===== src/hdl/assert_macros.svh =====
// Assertion macros shared by the pixel hit event detector RTL.
`ifndef ASSERT_MACROS_SVH
`define ASSERT_MACROS_SVH

`ifndef NO_ASSERTIONS

// Same-cycle implication, disabled while reset is asserted.
`define ASSERT_IMPLIES(label, clk, rst_n, ante, cons) \
    label: assert property (@(posedge clk) disable iff (!rst_n) (ante) |-> (cons)) \
        else $error("same-cycle check failed");

// Next-cycle implication, disabled while reset is asserted.
`define ASSERT_NEXT(label, clk, rst_n, ante, cons) \
    label: assert property (@(posedge clk) disable iff (!rst_n) (ante) |=> (cons)) \
        else $error("next-cycle check failed");

`else

`define ASSERT_IMPLIES(label, clk, rst_n, ante, cons)
`define ASSERT_NEXT(label, clk, rst_n, ante, cons)

`endif

`endif


===== src/hdl/phed_pkg.sv =====
// Shared constants and types of the pixel hit event detector.
package phed_pkg;

    localparam int LUMA_W           = 8;
    localparam int COL_W            = 10;
    localparam int ROW_W            = 9;
    localparam int CODE_W           = 8;
    localparam int CODE_SCALE       = 256;
    localparam int FRAME_WIDTH_DEF  = 640;
    localparam int FRAME_HEIGHT_DEF = 480;

    localparam int CFG_IDX_W  = 1;
    localparam int CFG_DATA_W = 8;

    localparam logic [LUMA_W-1:0] LIT_THRESHOLD_RST = 8'd4;
    localparam logic              EVENT_MODE_RST    = 1'b0;

    typedef enum logic [CFG_IDX_W-1:0] {
        REG_LIT_THRESHOLD = 1'b0,
        REG_EVENT_MODE    = 1'b1
    } cfg_reg_t;

    typedef enum logic {
        KIND_EVENT = 1'b0,
        KIND_FRAME = 1'b1
    } kind_t;

endpackage


===== src/hdl/phed_if.sv =====
// Pixel and result channel interfaces of the pixel hit event detector.
interface phed_pixel_if;
    logic                          valid;
    logic                          ready;
    logic [phed_pkg::LUMA_W-1:0]   luma;
    logic                          last_of_frame;

    modport source (output valid, output luma, output last_of_frame, input ready);
    modport sink   (input valid, input luma, input last_of_frame, output ready);
endinterface

interface phed_result_if;
    logic                          valid;
    logic                          ready;
    logic                          kind;
    logic [phed_pkg::COL_W-1:0]    column;
    logic [phed_pkg::ROW_W-1:0]    row;
    logic [phed_pkg::CODE_W-1:0]   column_code;
    logic [phed_pkg::CODE_W-1:0]   row_code;

    modport source (output valid, output kind, output column, output row,
                    output column_code, output row_code, input ready);
    modport sink   (input valid, input kind, input column, input row,
                    input column_code, input row_code, output ready);
endinterface


===== src/hdl/phed_ram.sv =====
// Generic RAM: one write port, two registered read ports, read-before-write.
module phed_ram #(
    parameter int WIDTH = 1,
    parameter int DEPTH = phed_pkg::FRAME_WIDTH_DEF,
    localparam int ADDR_W = $clog2(DEPTH)
) (
    input  logic              clk,
    input  logic              wr_en,
    input  logic [ADDR_W-1:0] wr_addr,
    input  logic [WIDTH-1:0]  wr_data,
    input  logic              rd_en,
    input  logic [ADDR_W-1:0] rd_addr_a,
    input  logic [ADDR_W-1:0] rd_addr_b,
    output logic [WIDTH-1:0]  rd_data_a,
    output logic [WIDTH-1:0]  rd_data_b
);

    logic [WIDTH-1:0] mem_reg [DEPTH];

    always_ff @(posedge clk)
    begin
        if (rd_en)
        begin
            rd_data_a <= mem_reg[rd_addr_a];
            rd_data_b <= mem_reg[rd_addr_b];
        end
        if (wr_en)
        begin
            mem_reg[wr_addr] <= wr_data;
        end
    end

endmodule


===== src/hdl/phed_pos.sv =====
// Raster position counters with incremental 8-bit column and row codes.
module phed_pos #(
    parameter int FRAME_WIDTH  = phed_pkg::FRAME_WIDTH_DEF,
    parameter int FRAME_HEIGHT = phed_pkg::FRAME_HEIGHT_DEF,
    localparam int COL_CW = $clog2(FRAME_WIDTH),
    localparam int ROW_CW = $clog2(FRAME_HEIGHT)
) (
    input  logic                        clk,
    input  logic                        rst_n,
    input  logic                        advance,
    input  logic                        last_of_frame,
    output logic [COL_CW-1:0]           col,
    output logic [ROW_CW-1:0]           row,
    output logic [phed_pkg::CODE_W-1:0] col_code,
    output logic [phed_pkg::CODE_W-1:0] row_code,
    output logic                        col_last
);

    localparam int CODE_W    = phed_pkg::CODE_W;
    localparam int COL_SW    = COL_CW + 1;
    localparam int ROW_SW    = ROW_CW + 1;
    localparam int COL_QSTEP = phed_pkg::CODE_SCALE / FRAME_WIDTH;
    localparam int COL_RSTEP = phed_pkg::CODE_SCALE % FRAME_WIDTH;
    localparam int ROW_QSTEP = phed_pkg::CODE_SCALE / FRAME_HEIGHT;
    localparam int ROW_RSTEP = phed_pkg::CODE_SCALE % FRAME_HEIGHT;

    localparam logic [COL_CW-1:0] COL_MAX     = COL_CW'(FRAME_WIDTH - 1);
    localparam logic [ROW_CW-1:0] ROW_MAX     = ROW_CW'(FRAME_HEIGHT - 1);
    localparam logic [COL_SW-1:0] COL_MOD_V   = COL_SW'(FRAME_WIDTH);
    localparam logic [ROW_SW-1:0] ROW_MOD_V   = ROW_SW'(FRAME_HEIGHT);
    localparam logic [COL_SW-1:0] COL_RSTEP_V = COL_SW'(COL_RSTEP);
    localparam logic [ROW_SW-1:0] ROW_RSTEP_V = ROW_SW'(ROW_RSTEP);
    localparam logic [CODE_W-1:0] COL_QSTEP_V = CODE_W'(COL_QSTEP);
    localparam logic [CODE_W-1:0] ROW_QSTEP_V = CODE_W'(ROW_QSTEP);

    logic [COL_CW-1:0] col_reg, col_next;
    logic [ROW_CW-1:0] row_reg, row_next;
    logic [COL_CW-1:0] col_rem_reg, col_rem_next;
    logic [ROW_CW-1:0] row_rem_reg, row_rem_next;
    logic [CODE_W-1:0] col_code_reg, col_code_next;
    logic [CODE_W-1:0] row_code_reg, row_code_next;

    logic [COL_SW-1:0] col_sum;
    logic [ROW_SW-1:0] row_sum;
    logic              col_carry, row_carry;
    logic [COL_CW-1:0] col_rem_step;
    logic [ROW_CW-1:0] row_rem_step;
    logic [CODE_W-1:0] col_code_step, row_code_step;
    logic              row_last;

    // code = floor(pos * 256 / size), kept as quotient plus remainder
    assign col_sum       = {1'b0, col_rem_reg} + COL_RSTEP_V;
    assign col_carry     = (col_sum >= COL_MOD_V);
    assign col_rem_step  = col_carry ? COL_CW'(col_sum - COL_MOD_V) : COL_CW'(col_sum);
    assign col_code_step = col_code_reg + COL_QSTEP_V + CODE_W'(col_carry);

    assign row_sum       = {1'b0, row_rem_reg} + ROW_RSTEP_V;
    assign row_carry     = (row_sum >= ROW_MOD_V);
    assign row_rem_step  = row_carry ? ROW_CW'(row_sum - ROW_MOD_V) : ROW_CW'(row_sum);
    assign row_code_step = row_code_reg + ROW_QSTEP_V + CODE_W'(row_carry);

    assign col_last = (col_reg == COL_MAX);
    assign row_last = (row_reg == ROW_MAX);

    always_comb
    begin
        col_next      = col_reg;
        row_next      = row_reg;
        col_rem_next  = col_rem_reg;
        row_rem_next  = row_rem_reg;
        col_code_next = col_code_reg;
        row_code_next = row_code_reg;
        if (advance)
        begin
            if (last_of_frame)
            begin
                col_next      = '0;
                row_next      = '0;
                col_rem_next  = '0;
                row_rem_next  = '0;
                col_code_next = '0;
                row_code_next = '0;
            end
            else if (col_last)
            begin
                col_next      = '0;
                col_rem_next  = '0;
                col_code_next = '0;
                // saturate on the last row when the frame end is missing
                if (!row_last)
                begin
                    row_next      = row_reg + ROW_CW'(1);
                    row_rem_next  = row_rem_step;
                    row_code_next = row_code_step;
                end
            end
            else
            begin
                col_next      = col_reg + COL_CW'(1);
                col_rem_next  = col_rem_step;
                col_code_next = col_code_step;
            end
        end
    end

    always_ff @(posedge clk or negedge rst_n)
    begin
        if (!rst_n)
        begin
            col_reg      <= '0;
            row_reg      <= '0;
            col_rem_reg  <= '0;
            row_rem_reg  <= '0;
            col_code_reg <= '0;
            row_code_reg <= '0;
        end
        else
        begin
            col_reg      <= col_next;
            row_reg      <= row_next;
            col_rem_reg  <= col_rem_next;
            row_rem_reg  <= row_rem_next;
            col_code_reg <= col_code_next;
            row_code_reg <= row_code_next;
        end
    end

    assign col      = col_reg;
    assign row      = row_reg;
    assign col_code = col_code_reg;
    assign row_code = row_code_reg;

endmodule


===== src/hdl/pixel_hit_event_detector.sv =====
// Top level of the pixel hit event detector: line store, neighbor test, result register.
//
//  channel | direction | transaction carries
//  --------+-----------+-------------------------------------------------------
//  pix     | in        | luma, last_of_frame
//  res     | out       | kind, column, row, column_code, row_code
//  cfg     | in        | cfg_wr_en, cfg_index, cfg_wr_data (write only)
//
//  One pixel is accepted per clock while pix.ready is high. Its result, if any, is
//  loaded into the result register from the neighbor stage when that register is free.
//  The line store is a two-read, one-write RAM read at column and column+1 on
//  the accepting edge, so the neighbor stage is the only stop between RAM and result.
//  A stalled result holds the neighbor stage; pix.ready drops only when that
//  stage holds an item that must still emit and the result register is full
//  and not being taken.
//  Reset clears counters, the frame-hit and west flags and pipeline valids; the threshold
//  returns to 4 and the mode to any-hit. The line store is not cleared.
`include "assert_macros.svh"

module pixel_hit_event_detector #(
    parameter int FRAME_WIDTH  = phed_pkg::FRAME_WIDTH_DEF,
    parameter int FRAME_HEIGHT = phed_pkg::FRAME_HEIGHT_DEF
) (
    input  logic                            clk,
    input  logic                            rst_n,
    phed_pixel_if.sink                      pix,
    phed_result_if.source                   res,
    input  logic                            cfg_wr_en,
    input  logic [phed_pkg::CFG_IDX_W-1:0]  cfg_index,
    input  logic [phed_pkg::CFG_DATA_W-1:0] cfg_wr_data
);

    localparam int COL_CW = $clog2(FRAME_WIDTH);
    localparam int ROW_CW = $clog2(FRAME_HEIGHT);
    localparam int COL_W  = phed_pkg::COL_W;
    localparam int ROW_W  = phed_pkg::ROW_W;
    localparam int CODE_W = phed_pkg::CODE_W;
    localparam int LUMA_W = phed_pkg::LUMA_W;

    // neighbor-stage flags for one pixel
    typedef struct packed {
        logic lit;
        logic mode;
        logic frame_hit;
        logic west;
        logic has_n;
        logic has_nw;
        logic has_ne;
    } nbr_flags_t;

    // ---------------------------------------------------------------
    // Configuration registers
    // ---------------------------------------------------------------
    logic [LUMA_W-1:0] thr_reg, thr_next;
    logic              mode_reg, mode_next;

    always_comb
    begin
        thr_next  = thr_reg;
        mode_next = mode_reg;
        if (cfg_wr_en)
        begin
            case (phed_pkg::cfg_reg_t'(cfg_index))
                phed_pkg::REG_LIT_THRESHOLD: thr_next  = cfg_wr_data[LUMA_W-1:0];
                phed_pkg::REG_EVENT_MODE:    mode_next = cfg_wr_data[0];
                default:                     thr_next  = thr_reg;
            endcase
        end
    end

    // ---------------------------------------------------------------
    // Input side: position, lit test, frame hit tracking
    // ---------------------------------------------------------------
    logic              pix_acc;
    logic              lit;
    logic [COL_CW-1:0] col;
    logic [ROW_CW-1:0] row;
    logic [CODE_W-1:0] col_code, row_code;
    logic              col_last;
    logic [COL_CW-1:0] ne_addr;

    logic              seen_reg, seen_next;
    logic              left_reg, left_next;
    nbr_flags_t        in_flags;

    assign pix_acc = pix.valid && pix.ready;
    assign lit     = (pix.luma > thr_reg);

    phed_pos #(
        .FRAME_WIDTH  (FRAME_WIDTH),
        .FRAME_HEIGHT (FRAME_HEIGHT)
    ) u_pos (
        .clk           (clk),
        .rst_n         (rst_n),
        .advance       (pix_acc),
        .last_of_frame (pix.last_of_frame),
        .col           (col),
        .row           (row),
        .col_code      (col_code),
        .row_code      (row_code),
        .col_last      (col_last)
    );

    // clear the hit flag at frame end; west neighbor is simply the last lit bit,
    // masked on column zero below
    assign seen_next = pix_acc ? (!pix.last_of_frame && (seen_reg || lit)) : seen_reg;
    assign left_next = pix_acc ? lit : left_reg;

    always_comb
    begin
        in_flags.lit       = lit;
        in_flags.mode      = mode_reg;
        in_flags.frame_hit = !mode_reg && pix.last_of_frame && (seen_reg || lit);
        in_flags.west      = (col != '0) && left_reg;
        in_flags.has_n     = (row != '0);
        in_flags.has_nw    = (row != '0) && (col != '0);
        in_flags.has_ne    = (row != '0) && !col_last;
    end

    // the last column has no east neighbor; any in-range address will do
    assign ne_addr = col_last ? col : col + COL_CW'(1);

    // ---------------------------------------------------------------
    // Line store: lit bits of the row above
    // ---------------------------------------------------------------
    logic north_lit, ne_lit;

    phed_ram #(
        .WIDTH (1),
        .DEPTH (FRAME_WIDTH)
    ) u_line (
        .clk       (clk),
        .wr_en     (pix_acc),
        .wr_addr   (col),
        .wr_data   (lit),
        .rd_en     (pix_acc),
        .rd_addr_a (col),
        .rd_addr_b (ne_addr),
        .rd_data_a (north_lit),
        .rd_data_b (ne_lit)
    );

    // ---------------------------------------------------------------
    // Neighbor stage
    // ---------------------------------------------------------------
    logic              s1_valid_reg, s1_valid_next;
    nbr_flags_t        s1_flags_reg;
    logic [COL_CW-1:0] s1_col_reg;
    logic [ROW_CW-1:0] s1_row_reg;
    logic [CODE_W-1:0] s1_ccode_reg, s1_rcode_reg;
    logic              ul_reg;

    logic              s1_event;
    logic              s1_emit;
    logic              s1_adv;
    logic              out_free;

    // north-west is the north bit of the previous pixel, kept in ul_reg
    assign s1_event = s1_flags_reg.mode && s1_flags_reg.lit
                      && !(s1_flags_reg.has_n && north_lit)
                      && !(s1_flags_reg.has_nw && ul_reg)
                      && !(s1_flags_reg.has_ne && ne_lit)
                      && !s1_flags_reg.west;
    assign s1_emit  = s1_flags_reg.mode ? s1_event : s1_flags_reg.frame_hit;

    // ---------------------------------------------------------------
    // Result register
    // ---------------------------------------------------------------
    logic                  res_valid_reg, res_valid_next;
    phed_pkg::kind_t       res_kind_reg;
    logic [COL_W-1:0]      res_col_reg;
    logic [ROW_W-1:0]      res_row_reg;
    logic [CODE_W-1:0]     res_ccode_reg, res_rcode_reg;
    logic                  res_load;

    assign out_free  = !res_valid_reg || res.ready;
    assign s1_adv    = s1_valid_reg && (!s1_emit || out_free);
    assign res_load  = s1_adv && s1_emit;
    assign pix.ready = !s1_valid_reg || s1_adv;

    assign s1_valid_next  = pix_acc ? 1'b1 : (s1_adv ? 1'b0 : s1_valid_reg);
    assign res_valid_next = res_load ? 1'b1 : (res.ready ? 1'b0 : res_valid_reg);

    // control state
    always_ff @(posedge clk or negedge rst_n)
    begin
        if (!rst_n)
        begin
            thr_reg       <= phed_pkg::LIT_THRESHOLD_RST;
            mode_reg      <= phed_pkg::EVENT_MODE_RST;
            seen_reg      <= 1'b0;
            left_reg      <= 1'b0;
            s1_valid_reg  <= 1'b0;
            res_valid_reg <= 1'b0;
        end
        else
        begin
            thr_reg       <= thr_next;
            mode_reg      <= mode_next;
            seen_reg      <= seen_next;
            left_reg      <= left_next;
            s1_valid_reg  <= s1_valid_next;
            res_valid_reg <= res_valid_next;
        end
    end

    // payload: advance the neighbor stage on accept, load the result on emit
    always_ff @(posedge clk)
    begin
        if (pix_acc)
        begin
            s1_flags_reg <= in_flags;
            s1_col_reg   <= col;
            s1_row_reg   <= row;
            s1_ccode_reg <= col_code;
            s1_rcode_reg <= row_code;
            ul_reg       <= north_lit;
        end
        if (res_load)
        begin
            if (s1_flags_reg.mode)
            begin
                res_kind_reg  <= phed_pkg::KIND_EVENT;
                res_col_reg   <= COL_W'(s1_col_reg);
                res_row_reg   <= ROW_W'(s1_row_reg);
                res_ccode_reg <= s1_ccode_reg;
                res_rcode_reg <= s1_rcode_reg;
            end
            else
            begin
                res_kind_reg  <= phed_pkg::KIND_FRAME;
                res_col_reg   <= '0;
                res_row_reg   <= '0;
                res_ccode_reg <= '0;
                res_rcode_reg <= '0;
            end
        end
    end

    assign res.valid       = res_valid_reg;
    assign res.kind        = res_kind_reg;
    assign res.column      = res_col_reg;
    assign res.row         = res_row_reg;
    assign res.column_code = res_ccode_reg;
    assign res.row_code    = res_rcode_reg;

    // ---------------------------------------------------------------
    // Assertions
    // ---------------------------------------------------------------
    logic pix_last_acc;
    logic pos_at_origin;

    assign pix_last_acc  = pix_acc && pix.last_of_frame;
    assign pos_at_origin = (col == '0) && (row == '0) && (col_code == '0) && (row_code == '0);

    // a held neighbor stage must block input, or its RAM data would be lost
    `ASSERT_IMPLIES(a_stall_blocks_input, clk, rst_n, s1_valid_reg && !s1_adv, !pix.ready)
    // frame end restarts position and codes
    `ASSERT_NEXT(a_frame_end_restarts, clk, rst_n, pix_last_acc, pos_at_origin)
    // an accepted pixel always lands in the neighbor stage
    `ASSERT_NEXT(a_accept_fills_stage, clk, rst_n, pix_acc, s1_valid_reg)

endmodule

===== src/flat_wrapper.sv =====
// flat-port wrapper written by rule: the top's interface ports become plain ports
module pixel_hit_event_detector_flat 
#(
    parameter int FRAME_WIDTH  = phed_pkg::FRAME_WIDTH_DEF,
    parameter int FRAME_HEIGHT = phed_pkg::FRAME_HEIGHT_DEF
)
  (clk, rst_n, cfg_wr_en, cfg_index, cfg_wr_data, pix_valid, pix_luma, pix_last_of_frame, pix_ready, res_valid, res_kind, res_column, res_row, res_column_code, res_row_code, res_ready);
  phed_pixel_if pix_i ();
  phed_result_if res_i ();
  input  logic clk;
  input  logic rst_n;
  input  logic cfg_wr_en;
  input  logic [phed_pkg::CFG_IDX_W-1:0] cfg_index;
  input  logic [phed_pkg::CFG_DATA_W-1:0] cfg_wr_data;
  input wire logic [$bits(pix_i.valid)-1:0] pix_valid;
  input wire logic [$bits(pix_i.luma)-1:0] pix_luma;
  input wire logic [$bits(pix_i.last_of_frame)-1:0] pix_last_of_frame;
  output wire logic [$bits(pix_i.ready)-1:0] pix_ready;
  output wire logic [$bits(res_i.valid)-1:0] res_valid;
  output wire logic [$bits(res_i.kind)-1:0] res_kind;
  output wire logic [$bits(res_i.column)-1:0] res_column;
  output wire logic [$bits(res_i.row)-1:0] res_row;
  output wire logic [$bits(res_i.column_code)-1:0] res_column_code;
  output wire logic [$bits(res_i.row_code)-1:0] res_row_code;
  input wire logic [$bits(res_i.ready)-1:0] res_ready;
  assign pix_i.valid = pix_valid;
  assign pix_i.luma = pix_luma;
  assign pix_i.last_of_frame = pix_last_of_frame;
  assign pix_ready = pix_i.ready;
  assign res_valid = res_i.valid;
  assign res_kind = res_i.kind;
  assign res_column = res_i.column;
  assign res_row = res_i.row;
  assign res_column_code = res_i.column_code;
  assign res_row_code = res_i.row_code;
  assign res_i.ready = res_ready;
  pixel_hit_event_detector #(.FRAME_WIDTH(FRAME_WIDTH), .FRAME_HEIGHT(FRAME_HEIGHT)) u_core (.clk(clk), .rst_n(rst_n), .pix(pix_i), .res(res_i), .cfg_wr_en(cfg_wr_en), .cfg_index(cfg_index), .cfg_wr_data(cfg_wr_data));
endmodule

===== config.mk =====
export PLATFORM = sky130hd
export DESIGN_NAME = pixel_hit_event_detector_flat
export DESIGN_NICKNAME = d
export VERILOG_FILES = /design/src/hdl/phed_pkg.sv /design/src/hdl/phed_if.sv /design/src/hdl/phed_ram.sv /design/src/hdl/phed_pos.sv /design/src/hdl/pixel_hit_event_detector.sv /design/src/flat_wrapper.sv
export VERILOG_INCLUDE_DIRS = /design/src /design/src/hdl
export SDC_FILE = /design/constraint.sdc
export NUM_CORES = 2
export LEC_CHECK = 0
export BUFFER_PORTS_ARGS = -buffer_cell sky130_fd_sc_hd__buf_2
export CORE_ASPECT_RATIO = 1.4
export CORE_MARGIN = 4
export CORE_UTILIZATION = 46
export DETAILED_ROUTE_END_ITERATION = 10
export HOLD_SLACK_MARGIN = 0.12
export SETUP_SLACK_MARGIN = 0.4
export SYNTH_ARGS = -nofsm -noshare
export SYNTH_HDL_FRONTEND = slang
export SYNTH_SLANG_ARGS = --single-unit

===== constraint.sdc =====
create_clock -name clk -period 23.5 [get_ports clk]
set_input_delay 4.7 -clock clk [delete_from_list [all_inputs] [get_ports clk]]
set_output_delay 4.7 -clock clk [all_outputs]
set_load 0.03 [all_outputs]

Yosys cells after proc, flatten, opt, wreduce, memory -nomap -nowiden
Memories as Yosys holds them, arrays and structs flattened. A register that Yosys moved wholly into a read port is not among the register bits. Cells that the tools add are included.

Add/subtract/negate cells: 8. Order comparisons: 3. Equality and inequality tests: 3. Multiplexer cells: 26. Bitwise gates (word level): 1. Reductions and logical operators: 39.

Operator list (number): 9-bit 2-to-1 mux (7); 10-bit 2-to-1 mux (6); 8-bit 2-to-1 mux (5); 1-bit logical AND (17); 8-bit by 1-bit adder with 8-bit output (2); 10-bit by 9-bit adder with 11-bit output, second input constant (1); 11-bit by 10-bit greater-or-equal comparator with 1-bit output, second input constant (1); 10-bit by 1-bit adder with 10-bit output, second input constant (1); 9-bit by 9-bit adder with 10-bit output, second input constant (1); 10-bit == test, second input constant (1); 10-bit by 9-bit greater-or-equal comparator with 1-bit output, second input constant (1); 1-bit logical NOT (10); 10-bit nonzero test (1); 10-bit subtractor, second input constant (1); 9-bit by 1-bit adder with 9-bit output, second input constant (1); 9-bit == test, second input constant (1); 9-bit nonzero test (1); 9-bit subtractor, second input constant (1); 8-bit > comparator (1); 1-bit 2-to-1 mux (8); 2-bit nonzero test (3); 1-bit logical OR (4); 2-bit AND reduction (2); 3-bit AND reduction (1); other kinds (2) (2).

Flip-flop bits (word level): 146. Bits in writable memories: 640. Input bits: 23. Logic and storage cells: 110. Memories kept: 1.

Memories: u_core.u_line.mem_reg (depth 640, bits a word 1, rd ports 2, clocked after Yosys merged registers in 2, write ports 1, line phed_ram.sv:18) `logic [WIDTH-1:0] mem_reg [DEPTH];`.

Logic depth before layout (Yosys ltp)
Depth in word-level cells: 14. Mapped depth: 19.

Modules after synthesis
A second synthesis with hierarchy kept.

Cells, all modules: 2944. Area, all modules: 39653.0 µm².

By module, submodules not included: phed_ram (instances 1, cells an instance 2422, area each 33469.6 µm²); pixel_hit_event_detector (instances 1, cells an instance 238, area each 3624.7 µm²); phed_pos (instances 1, cells an instance 284, area each 2558.7 µm²).

Least setup slack after synthesis
OpenSTA, ideal clock, no wires.

Path type: input to register. From: input port pix_luma[1]. To: register u_core.s1_flags_reg[6] in the netlist's numbering (data pin). Data arrival time: 22679 ps. Data required time: 19839 ps. Setup slack: -2841 ps. Stages: 9. Cell sequence: ha_1 nor2b_1 o21a_1 o21ai_0 nand2b_1 a21oi_1 nor2_1 a211oi_1 a21oi_1.

RTL lines: start: declaration (line flat_wrapper.sv:16) `input wire logic [$bits(pix_i.luma)-1:0] pix_luma;`; end signal: assignment (line pixel_hit_event_detector.sv:212) `s1_flags_reg <= in_flags;`; end: declaration (line pixel_hit_event_detector.sv:147) `nbr_flags_t s1_flags_reg;`.

Worst setup path in the final report
From: input port res_ready. To: output port pix_ready.

Word-level cells in the longest chain between the ends: 4.

Ends and longest elaborated chain: start: declaration (line flat_wrapper.sv:25) `input wire logic [$bits(res_i.ready)-1:0] res_ready;`; 1-bit logical OR (line pixel_hit_event_detector.sv:176) `assign out_free = !res_valid_reg || res.ready;`; 1-bit logical OR (line pixel_hit_event_detector.sv:177) `assign s1_adv = s1_valid_reg && (!s1_emit || out_free);`; 1-bit logical AND (line pixel_hit_event_detector.sv:177); 1-bit logical OR (line pixel_hit_event_detector.sv:179) `assign pix.ready = !s1_valid_reg || s1_adv;`; end: declaration (line flat_wrapper.sv:18) `output wire logic [$bits(pix_i.ready)-1:0] pix_ready;`.

Every way passes these cells.

==> results.cfg <==
[grt]
antenna_found_initial = 1
grt_max_degree = 138
grt_pass1_vias = 27400
grt.total_usage = 0.293
grt_remaining_overflow = 0
grt_pass1_wl_um = 188000

[worst_setup_path]
timing.rr.start = u_core.u_pos.col[1]
crit_top_cell = buf_2
r2r_cells = 14
r2r-end = u_core.u_line.rd_data_b
cp-end-kind = output pin
ff2ff_setup_slack_ns = 16.32
worstPathMaxFanout = 4
cp.arrival_ns = 5.52
cp.required_ns = 18.80
cp_slowest_stage_delay_ns = 0.28
startpoint = res_ready
slowest_stage = nor2b_1
startpoint_type = primary input
crit_end = pix_ready
crit_chain = buf_2 > nor2b_1 > nand3_1 > buf_2
crit_type = primary input to output pin

[timing]
period_share = 0.435
finClkSkew_ns = 0.0232
rsz0062_at_grt = no
drv_slew = 0
layout_setup_ws_ns = 13.28
setup_viol = 0
min_period_ns = 10.22
finalSetupTns_ns = 0
worst_slew_pin_slew_ns = 1.41
hold_viol_final = 0
clock.fmax_ghz = 0.0979
slew-limit-headroom = 0.0571

[placed_design]
placedCellCount = 3887
io_buffers = 60
dpl.hpwl_um = 77000
routabilityCongestion = 0.905
pre_cts_slack_ns = 13.27

[yosys]
synth_top_area_share = 0.564
synth_ff_type = edfxtp_1
yosysWarnings = 0
yosys.area.top_type = edfxtp_1
yosysSeqAreaShare = 0.600
netlist_top_cells_count = 721 x edfxtp_1, 702 x nor2_1, 237 x mux4_2, 219 x clkbuf_1, 137 x nand2_1
yosysMostFrequentCell = edfxtp_1
avgSynthCellArea_um2 = 13.0
ys_ff_latch = 776
post_synth_num_cell_types = 75
syn-cell-area_um2 = 38400
async_flop_share = 0.0709
synth-edff-count = 721
ys_top_cells_by_area = edfxtp_1 56%, mux4_2 14%, nor2_1 6.9%
syn_nets = 2990
syn_inst = 2944

[route]
post_drt_via_cell_ratio = 6.83
dr.pass1.iters = 6
drc_errors = 0
postRouteAntennaNets = 0
drt-total-wl_um = 131000
via_count = 27400
drtIter0Drc = 4027
wl_per_cell_um = 32.6

[power_and_ir_drop]
p_per_area_nw_per_um2 = 82.4
ir_worst_vdd_mv = 0.0692
leakagePower_nw = 13.0
finalPower_mw = 3.47

[clock_network]
cts.sinks = 776
cts-root-buf = clkbuf_16
hold_buffers = 0
cts_tree = built
cts_inserted_buffers = 73
cts_max_path_buffers = 3
clk_latency_ns = 0.65
post_cts_buffers = 0
cts.clk_slew.worst_paths_ns = 0.07
ctsHtreeMaxLevel = 3
ctsResizeCount = 0

[cells_and_area]
nets = 2929
instances_no_fill = 4020
areaGrowthSynthToFinish_pct = 9.75
fillers = 7099
drive_gt1_frac = 0.185
largest_register_ffs = 640

[floorplanning]
boundaryPins = 61
fp.dieH_um = 350
die_w_um = 252
start_util = 0.463
rows = 125
die-area_um2 = 88200
core_area_um2 = 82900

[job]
maxCapViolations = 0

[status]
outcome = finished clean

[hold_path]
hp-class = flop to flop
where the power goes:
group	switching [mW]	internal, mW
clock	0.530	0.680
combinational	0.418	0.219
sequential	0.0217	1.60
through the flow:
| step | area (µm²) | util | hold WS [ns] |
|---|---|---|---|
| 2_1_floorplan | 38400 | - | 0.420 |
| 3_3_place_gp | 39800 | 0.480 | 0.442 |
| 3_5_place_dp | 39800 | 0.480 | 0.449 |
| 4_1_cts | 42100 | 0.508 | 0.465 |
| 5_1_grt | 42100 | 0.508 | 0.494 |
| 6_report | 42100 | 0.508 | 0.464 |
kinds of logic after synthesis:
group	share of synthesized area
and+or+nand+nor	0.123
DFF	0.600
adders and majority gates	0.00769
muxes	0.157
buffers and inverters	0.0332
xor gates and xnor gates	0.00639
AOI/OAI and AO/OA	0.0727
how the worst min path moves through the flow:
stage	start	endpoint	slack [ns]	depth (start not counted)
final	u_core.u_line.rd_data_a	u_core.ul_reg	0.46	0
after global routing	u_core.u_pos.row_code[5]	u_core.s1_rcode_reg[5]	0.49	0
after CTS	u_core.u_line.rd_data_a	u_core.ul_reg	0.46	0
after detailed placement	u_core.u_line.rd_data_a	u_core.ul_reg	0.45	0
after global placement	u_core.u_line.rd_data_a	u_core.ul_reg	0.44	0
after floorplan	u_core.u_pos.col[5]	u_core.s1_col_reg[5]	0.42	0
worst max-delay path, delay by kind of cell:
| kind | cells | cell delay, ns |
|---|---|---|
| and+or+nand+nor | 2 | 0.47 |
| buffers and inverters | 2 | 0.35 |
per-layer routing:
| layer | GRT usage | part of all wire | up-vias | routed length [µm] |
|---|---|---|---|---|
| li1 | - | - | 11100 | - |
| met2 | 0.470 | 0.47 | 1926 | 61800 |
| met4 | 0.194 | 0.080 | 0 | 10500 |
| met1 | 0.351 | 0.33 | 13900 | 43600 |
| met5 | 0 | 0 | - | 0 |
| met3 | 0.0764 | 0.12 | 511 | 15100 |
layout make-up:
type                       instances  area (µm²)  share of cell area
sequential                       776       23000               0.547
multi-input combinational       1852       14200               0.338
clock buffer                      96        2040              0.0484
tap                             1079        1350              0.0320
timing repair buffer             157        1040              0.0247
clock inverter                    35         337             0.00799
inverter                          23        92.6             0.00220
antenna                            2        5.00            0.000119
cell usage in the layout (no fill, tap or decap), types with 11 or more instances in the layout:
cell and n:
nor4_1 11, o221ai_1 12, nand2_1 137, a31oi_1 20, buf_4 96, clkbuf_16 79, nand3_1 105, nor2_1 695
inv_1 21, clkbuf_1 17, a221oi_1 57, mux4_2 237, a22o_1 18, nand4_1 35, o211ai_1 13, mux2i_1 49
dfrtp_1 52, ha_1 21, a22oi_1 71, buf_2 60, and3_1 18, o22ai_1 14, a21oi_1 44, xor2_1 18
edfxtp_1 721, clkinv_2 15, o21ai_0 74, and2_1 38, mux2_2 13
Note: power is estimated with default switching activity, not from simulation.
